--- config.mk ---
export PLATFORM = sky130hd
export DESIGN_NAME = cps_ram
export DESIGN_NICKNAME = d
export VERILOG_FILES = /design/src/hdl/cps_ram.sv
export SDC_FILE = /design/constraint.sdc
export NUM_CORES = 2
export LEC_CHECK = 0
export BUFFER_PORTS_ARGS = -buffer_cell sky130_fd_sc_hd__buf_2
export CORE_MARGIN = 2
export CORE_UTILIZATION = 30
export CTS_BUF_LIST = sky130_fd_sc_hd__clkbuf_4 sky130_fd_sc_hd__clkbuf_8 sky130_fd_sc_hd__clkbuf_16
export DETAILED_ROUTE_END_ITERATION = 8
export GPL_ROUTABILITY_DRIVEN = 1
export GPL_TIMING_DRIVEN = 0
export PLACE_DENSITY = 0.54
export SLEW_MARGIN = 20
export SYNTH_ARGS = -nofsm -noshare
export SYNTH_HDL_FRONTEND = slang
export SYNTH_SLANG_ARGS = --single-unit
export TNS_END_PERCENT = 5
--- constraint.sdc ---
create_clock -name clk -period 3.28 [get_ports clk]
set_input_delay 0.164 -clock clk [delete_from_list [all_inputs] [get_ports clk]]
set_output_delay 0.164 -clock clk [all_outputs]
set_load 0.005 [all_outputs]
--- src/hdl/cps_ram.sv ---
// generic single write, single read ram with registered read data
// no dependencies

module cps_ram #(
	parameter int WIDTH = 32,
	parameter int DEPTH = 64
) (
	input  logic                     clk,
	input  logic                     we,
	input  logic [$clog2(DEPTH)-1:0] waddr,
	input  logic [WIDTH-1:0]         wdata,
	input  logic [$clog2(DEPTH)-1:0] raddr,
	output logic [WIDTH-1:0]         rdata
);

	logic [WIDTH-1:0] mem [DEPTH];

	always_ff @(posedge clk) begin
		if (we) begin
			mem[waddr] <= wdata;
		end
		rdata <= mem[raddr];
	end

endmodule

==> summary.txt <==
Status
  – Outcome: complete, but fails checks
  – Failing checks: setup timing

Synth
  – Synth warn: 0
  – Ys flop type: edfxtp_1
  – Post-synthesis cell area: 78,500 sq um
  – Top post-synthesis cells by area: edfxtp_1 78%, mux4_2 16%, mux2i_1 1.2%
  – Top-count cell post-synth: edfxtp_1
  – Unique cell type count in the Yosys netlist: 34
  – Post-synth net total: 3,370
  – Post-synthesis async set-or-reset flop share: 0
  – Post-Syn Instances: 3,324
  – Top post-synthesis cells by count: 2,048 x edfxtp_1, 544 x mux4_2, 137 x nor2_1
  – Yosys reg bits: 2,080
  – Syn Area/Cell: 23.6 sq um
  – Post-synth EDFFs: 2,048
  – Leading area contributor after synthesis: edfxtp_1
  – Yosys top cell area share: 0.783
  – Register area share after synthesis: 0.791

Clock tree
  – H-tree Lvls: 4
  – Number of CTS-inserted buffers: 211
  – Clock root buffer: clkbuf_16
  – Worst-skew pair later-pin latency: 0.85 ns
  – Worst-path clk slew: 0.07 ns
  – # clock sinks: 2,080
  – CTS tree: done
  – CTS Buffer Depth: 3

Placement
  – IO Port Bufs: 69
  – DPL Wire Length: 176,000 um
  – Final GP Congestion: 0.805
  – Pre-CTS WS: -1.83 ns

Power
  – Sw Pwr: 12.4 mW
  – Clk network pwr share: 0.418
  – Logic pwr share: 0.057
  – Leakage power: 29.4 nW
  – Switching portion of total power: 0.221
  – Power Internal: 43.7 mW
  – Flop pwr share: 0.526
  – Maximum VDD drop: 0.474 mV
  – Design Power: 56.1 mW
  – Power density over the cells: 590 nW/um^2

Setup path
  – Critical Path RT: 3.91 ns
  – Crit path launch type: input pin
  – Buf+Inv Stages, Crit Path: 3
  – Endpoint class of the critical path: register
  – Worst path cell trace: buf_2 > clkbuf_1 > clkbuf_1 > mux4_2 > mux4_2 > o22ai_1 > nor2_1
  – CP max-delay cell: clkbuf_1
  – CP Launch Point: raddr[1]
  – CP arrival: 4.00 ns
  – Max FO, Critical Path: 10
  – Critical Path Max Stage Delay: 0.85 ns
  – Delay-heaviest family, CP: buffers and inverters
  – R2r startpoint: mem[27][21]
  – Kind of critical path: in2reg

Global routing
  – First-pass GRT wire length: 347,000 um
  – Pin count of the biggest net entering global routing: 65
  – Remaining Overflow, GRT: 0
  – Global Route Usage Sum: 0.194
  – Vias in the first global route: 39,314
  – Initial antenna violation count: 25

STA
  – Final setup fails: 5
  – RSZ-0062 raised after global routing: no
  – Final worst slack: -0.0922 ns
  – Rel. slew slack: 0.187
  – Slew at the pin closest to its max-slew limit: 1.22 ns
  – Pins over their slew limit: 0
  – FMAX: 297 MHz
  – Final min period: 3.37 ns
  – Fin crit share: 1.03
  – Hold Violations, Final: 0
  – Clock skew: 0.0305 ns

Detailed routing
  – Post-DRT Antenna Nets: 0
  – Via count: 39,718
  – Routed length per instance: 34.8 um
  – DRC errors left: 0
  – DRT Wirelength: 261,000 um
  – Via density: 5.30
  – 1st-iter DRT viols: 6,397
  – DR pass1 iterations: 6

Floorplan
  – Die height: 516 um
  – Core area: 260,000 sq um
  – Width of the die: 516 um
  – # rows: 187
  – Die area: 266,000 sq um
  – Initial Util: 0.302
  – Ports: 78

Finish
  – Fin nets: 3,859
  – Share of cells above drive strength 1: 0.331
  – Synth-to-layout area growth: 21.0%

Min path
  – Hold WC Path Type: in2reg
  – Hold Startpoint: waddr[1]

Run
  – Total of max-cap violations: 0
==> cell type report <==
cell class              instances  area, sq um
plain buffers                 182          948
diodes                         18         45.0
clock inverters               108          838
flip-flops and latches       2080        62100
multi-input cells            1062        16000
clock buffers                 274         5810
well taps                    3496         4370
fillers                     23419       165000
repair buffers                276         4860
==> layer usage <==
layer  share of wire  global-route usage
met4           0.040              0.0738
met2            0.49               0.318
met1            0.38               0.251
met3           0.097              0.0429
met5         0.00010                   0
==> cells by family after synthesis <==
| logic type | share of synthesized area |
|---|---|
| buffers and inverters | 0.0113 |
| AO/OA/AOI/OAI | 0.0167 |
| AND/OR/NAND/NOR | 0.0127 |
| multiplexers | 0.168 |
| flip-flops | 0.791 |
==> power by group through the flow <==
stage	combinational (mW)	sequential [mW]	clock (mW)
after floorplan	1.43	30.0	0
after global placement	2.98	30.1	0
after detailed placement	3.13	30.1	0
after CTS	3.17	29.5	23.7
after global routing	3.29	29.5	24.7
final	3.19	29.5	23.4
==> path summary, 6_finish.rpt <==
kind            endpoint  slack (ns)  depth (start not counted)
min reg2reg     rdata[4]        0.88                          4
max reg2reg    rdata[21]        0.62                          4
min          mem[49][24]        0.16                          2
max            rdata[11]       -0.09                          7
==> stage by stage <==
step / instances / hold slack [ns] / utilization / setup TNS, ns / cell area, sq um
finish: 7496 / 0.160 / 0.366 / -0.184 / 95000
global route: 7488 / 0.130 / 0.366 / 0 / 95000
CTS: 7464 / 0.0410 / 0.365 / -0.0438 / 94800
detailed placement: 7061 / 0.541 / 0.338 / -30.82 / 87900
global placement: 6889 / 0.548 / 0.320 / -4731.26 / 83200
floorplan: 3324 / 0.263 / - / -1.18 / 78500
==> registers in the layout, summed over array words and instances (netlist names) <==
| signal | cells |
|---|---|
| rdata | 32 |
| mem | 2048 |
==> placed cells by master (no fill, tap or decap), types with 12 or more instances in the layout <==
| cell | count |
|---|---|
| clkinv_1 | 51 |
| mux4_2 | 544 |
| mux2i_1 | 93 |
| dlygate4sd3_1 | 32 |
| clkbuf_16 | 214 |
| buf_16 | 103 |
| nor2b_1 | 15 |
| clkbuf_2 | 25 |
| buf_2 | 96 |
| buf_12 | 54 |
| clkbuf_4 | 59 |
| clkbuf_1 | 50 |
| a22oi_1 | 12 |
| dfxtp_1 | 32 |
| diode_2 | 18 |
| buf_1 | 14 |
| nor2_1 | 72 |
| buf_4 | 66 |
| nand2_1 | 26 |
| o22ai_1 | 83 |
| o221ai_1 | 27 |
| clkinv_2 | 28 |
| edfxtp_1 | 2048 |
| a21oi_1 | 52 |
| nor2_4 | 62 |
==> repair_timing <==
action	4_1_cts	5_1_grt
hold buffers	18	14
buffers inserted	3	0
hold endpoints to repair	1094	896
gates resized for setup	23	14
endpoints found under the setup margin	17	7
pin swaps	1	0
Note: power is estimated with default switching activity, not from simulation.
