<file path="config.mk">
export PLATFORM = sky130hd
export DESIGN_NAME = cps_dist_unit
export DESIGN_NICKNAME = d
export VERILOG_FILES = /design/src/hdl/cps_pkg.sv /design/src/hdl/cps_dist_unit.sv
export SDC_FILE = /design/constraint.sdc
export NUM_CORES = 1
export LEC_CHECK = 0
export ABC_AREA = 1
export BUFFER_PORTS_ARGS = -buffer_cell sky130_fd_sc_hd__buf_2
export CORE_UTILIZATION = 45
export CTS_BUF_LIST = sky130_fd_sc_hd__clkbuf_4 sky130_fd_sc_hd__clkbuf_8
export DETAILED_ROUTE_END_ITERATION = 8
export GPL_ROUTABILITY_DRIVEN = 0
export HOLD_SLACK_MARGIN = 0.02
export SYNTH_ARGS = -nofsm -noshare
export SYNTH_HDL_FRONTEND = slang
export SYNTH_SLANG_ARGS = --single-unit
</file>
<file path="constraint.sdc">
create_clock -name clk -period 16.6 [get_ports clk]
set_input_delay 1.66 -clock clk [delete_from_list [all_inputs] [get_ports clk]]
set_output_delay 1.66 -clock clk [all_outputs]
set_load 0.05 [all_outputs]
</file>
<file path="src/hdl/cps_pkg.sv">
// package for the closest pair search block: sizes, payload types, sequencer states
// no dependencies; compile first

package cps_pkg;

	localparam int MAX_POINTS = 64;
	localparam int COORD_BITS = 16;

	localparam int IDX_BITS  = $clog2(MAX_POINTS);
	localparam int CNT_BITS  = $clog2(MAX_POINTS + 1);
	localparam int DIFF_BITS = COORD_BITS;
	localparam int SQ_BITS   = 2 * DIFF_BITS;
	localparam int DIST_BITS = SQ_BITS + 1;
	localparam int WORD_BITS = 2 * COORD_BITS;

	typedef logic signed [COORD_BITS-1:0] coord_t;
	typedef logic [IDX_BITS-1:0]          idx_t;
	typedef logic [CNT_BITS-1:0]          cnt_t;
	typedef logic [DIST_BITS-1:0]         dist_t;

	// one pair on its way through the distance unit
	typedef struct packed {
		logic valid;
		idx_t first;
		idx_t second;
	} pair_tok_t;

	typedef struct packed {
		logic signed [15:0] point_x;
		logic signed [15:0] point_y;
		logic               last_point;
	} point_t;

	typedef struct packed {
		logic               found;
		logic [5:0]         first_index;
		logic [5:0]         second_index;
		logic signed [15:0] first_x;
		logic signed [15:0] first_y;
		logic signed [15:0] second_x;
		logic signed [15:0] second_y;
		logic [32:0]        min_dist_sq;
		logic               overflow;
	} result_t;

	typedef enum logic [2:0] {
		ST_LOAD,
		ST_SEARCH,
		ST_DRAIN,
		ST_FETCH,
		ST_CAPTURE
	} state_t;

endpackage

</file>
<file path="src/hdl/cps_dist_unit.sv">
// pipelined squared distance unit: abs difference stage, square stage, sum at the output
// depends on cps_pkg

module cps_dist_unit (
	input  logic               clk,
	input  logic               arst_n,
	input  cps_pkg::pair_tok_t tok_s1,
	input  cps_pkg::coord_t    ax_s1,
	input  cps_pkg::coord_t    ay_s1,
	input  cps_pkg::coord_t    bx_s1,
	input  cps_pkg::coord_t    by_s1,
	output cps_pkg::pair_tok_t tok_s3,
	output cps_pkg::dist_t     dist_s3,
	output logic               busy
);

	logic signed [cps_pkg::COORD_BITS:0] diff_x, diff_y;
	logic [cps_pkg::DIFF_BITS-1:0]       dx, dy;
	logic [cps_pkg::DIFF_BITS-1:0]       dx_s2, dy_s2;
	logic [cps_pkg::SQ_BITS-1:0]         sqx_s3, sqy_s3;
	cps_pkg::pair_tok_t                  tok_s2;

	always_comb begin
		diff_x = (cps_pkg::COORD_BITS+1)'(ax_s1) - (cps_pkg::COORD_BITS+1)'(bx_s1);
		diff_y = (cps_pkg::COORD_BITS+1)'(ay_s1) - (cps_pkg::COORD_BITS+1)'(by_s1);
		dx = diff_x[cps_pkg::COORD_BITS] ? cps_pkg::DIFF_BITS'(-diff_x)
			: cps_pkg::DIFF_BITS'(diff_x);
		dy = diff_y[cps_pkg::COORD_BITS] ? cps_pkg::DIFF_BITS'(-diff_y)
			: cps_pkg::DIFF_BITS'(diff_y);
	end

	always_ff @(posedge clk or negedge arst_n) begin
		if (!arst_n) begin
			tok_s2 <= '0;
			tok_s3 <= '0;
		end else begin
			tok_s2 <= tok_s1;
			tok_s3 <= tok_s2;
		end
	end

	always_ff @(posedge clk) begin
		dx_s2  <= dx;
		dy_s2  <= dy;
		sqx_s3 <= cps_pkg::SQ_BITS'(dx_s2) * cps_pkg::SQ_BITS'(dx_s2);
		sqy_s3 <= cps_pkg::SQ_BITS'(dy_s2) * cps_pkg::SQ_BITS'(dy_s2);
	end

	assign dist_s3 = cps_pkg::DIST_BITS'(sqx_s3) + cps_pkg::DIST_BITS'(sqy_s3);
	assign busy    = tok_s2.valid | tok_s3.valid;

endmodule

</file>
==> results.md <==
- Clock tree from TritonCTS: done
- Total global routing track utilization: 0.217
- # rows: 80
- TritonRoute pass-1 iters: 6
- Cells along the critical path: nand2_1, fa_1, fa_1, inv_1, fa_1, fa_1, fa_1, inv_1, fa_1, inv_1, ha_1, nand2_1, nor2_1, nand3_1, nand4_1, nand2_1, o21ai_0, xor2_1
- Worst Tran Pin Value: 998 ps
- Worst Path Arrival: 6460 ps
- Share of layout cells above drive strength 1: 0.0714
- Pre-CTS setup slack: 10,620 ps
- Final worst-path cycle share: 0.365
- Mean Syn Cell Area: 7.59 µm²
- R2R depth: 18
- Setup violations, final: 0
- Cell count after placement: 3,637
- Fin crit period: 6050 ps
- Drc violations: 0
- ANT nets after route: 0
- DIE HEIGHT: 224 µm
- Synthesized flop and latch total: 120
- Syn Std Cell Area: 22,100 µm²
- Clock Path Buffers: 2
- Req. time, crit path: 17,010 ps
- Total gr overflow: 0
- Cts bufs inserted: 17
- Port buffer count: 125
- R2R Setup Slk: 10,550 ps
- CTS hold repair buffers: 0
- CP Capture Type: register
- Synth Warn #: 0
- Setup bufs post-CTS: 0
- Reg2reg end: sqx_s3[23]$_DFF_P_
- Hold path start: tok_s2[4]$_DFF_PN0_
- Critical Path Start Type: register
- Most common cell after layout, fill and taps aside: inv_1
- CTS Sinks: 120
- Core Area: 48,100 µm²
- Reg clk slew, reported paths: 80 ps
- Layout Nets: 3,670
- Routed len/inst: 13.9 µm
- Cts repair resizes: 0
- # diodes: 0
- RSZ-0062 raised after global routing: false
- Delay of the slowest cell on the worst path: 980 ps
- EDFF count, synth: 0
- CP max stage cell: dfxtp_1
- Hold Path Class: reg2reg
- Post-route setup TNS: 0 ps
- Commonest cells after routing, fill and taps aside: inv_1, nand2_1, fa_1, ha_1, nor2_1
- Io pins: 126
- Drt via density: 4.89
- Slew Limit Fails: 0
- Dpl hpwl: 44,300 µm
- Syn Nets: 3,587
- Largest net degree at the start of global routing: 27
- CP dominant cell by count: fa_1
- Clock root cell: clkbuf_8
- Gate Count Post-Synth: 2,917
- Worst slew margin: 0.334
- Vias in the first global route: 18,900
- Count of cell types in the netlist: 39
- Fin worst setup slack: 10,550 ps
- WHS: 348 ps
- Synth Flop Type: dfxtp_1
- Post-Route WL: 51,100 µm
- Die area: 50,100 µm²
- Kind of critical path: reg2reg
- Highest clock rate: 165 MHz
- Final hold vios: 0
- RR Startpoint: dx_s2[2]$_DFF_P_
- Status: finished, final reports clean
- Worst hold endpoint: tok_s3[4]$_DFF_PN0_
- First-pass GRT wire length: 87,700 µm
- Ys async rst share: 0.217
- First DRT Iteration DRCs: 1,004
- Sequential area share after synthesis: 0.114
- H-tree levels: 4
- Layout Skew: 20.1 ps
- Hold path cells: 0
- Max-Cap Viols: 0
- Initial Utilization: 0.460
- Die W: 224 µm
- Max FO, Critical Path: 17
- Vias: 18,000
- Clk_lat worst skew: 490 ps
- Final cell count without fillers: 3,669
- Area grow syn2layout: 7.21%
- Number of antenna violations at the first check in global routing: 0
-- how the worst max path moves through the flow --
stage	slack [ps]	start	to	depth (start not counted)
finish	10550	dx_s2[2]$_DFF_P_	sqx_s3[23]$_DFF_P_	18
CTS	10600	dy_s2[1]$_DFF_P_	sqy_s3[28]$_DFF_P_	20
detailed placement	10620	dy_s2[1]$_DFF_P_	sqy_s3[28]$_DFF_P_	20
global route	10200	dy_s2[1]$_DFF_P_	sqy_s3[28]$_DFF_P_	20
global placement	10650	dy_s2[1]$_DFF_P_	sqy_s3[28]$_DFF_P_	20
floorplan	11260	dy_s2[1]$_DFF_P_	sqy_s3[28]$_DFF_P_	22
-- final cells by class --
class	instances	area, µm²
clock buffer	20	263
sequential	120	2530
fill	4806	24400
clock inverter	12	128
tap	656	821
multi-input combinational	1955	16400
timing repair buffer	126	633
inverter	780	2930
-- per-stage QoR --
stage / utilization / cell area (µm²)
after floorplan: - / 22100
after global placement: 0.485 / 23300
after detailed placement: 0.485 / 23300
after CTS: 0.493 / 23700
after global routing: 0.493 / 23700
final: 0.493 / 23700
-- layer usage --
metal	vias to the layer above	track usage	part of all wire
li1	8847	-	-
met1	8569	0.282	0.45
met2	477	0.375	0.48
met3	66	0.0286	0.050
met4	0	0.0627	0.022
met5	-	0	0
-- critical path: cells and delay by family (launching register included) --
family	cells	cell delay, ps
DFF	1	980
adders and majority gates	7	3490
xor gates and xnor gates	1	190
buffers and inverters	3	150
AOI/OAI and AO/OA	1	260
and+or+nand+nor	6	910
-- registers in the layout, indices dropped and copies added, names as in the netlist --
name	count
tok_s3	13
sqy_s3	31
sqx_s3	31
tok_s2	13
dy_s2	16
dx_s2	16
-- cell usage after synthesis, types with 4 or more instances --
cell	n	area (µm²)
nand3b_1	4	30.0
fa_1	326	6530
ha_1	265	3320
o21ai_1	7	35.0
inv_1	779	2920
nand3_2	9	90.1
a31oi_1	6	37.5
o21a_1	5	37.5
dfxtp_1	94	1880
o21bai_1	10	75.1
clkbuf_1	60	225
o21ai_0	54	270
and2_1	4	25.0
nand2_1	657	2470
xnor2_1	42	368
dfrtp_1	26	651
nor4_1	6	37.5
nor2_1	141	529
xor2_1	80	701
nor2_2	7	43.8
nor3_1	20	100
or2_2	5	31.3
nand3_1	90	450
nand4_1	24	150
a21o_1	16	120
nand2_2	26	163
a21oi_1	134	671
-- cell families (layout without fill, tap and decap cells) --
logic type,Yosys count,after routing,synth area share
xor gates and xnor gates,122,122,0.0483
DFF,120,120,0.114
buffers and inverters,842,938,0.143
AOI/OAI and AO/OA,247,247,0.0621
and+or+nand+nor,995,995,0.187
adders and majority gates,591,591,0.445
Power is left out: the tool's default activity adds up to more than one toggle a clock period on the data nets, which glitch-free logic cannot reach.
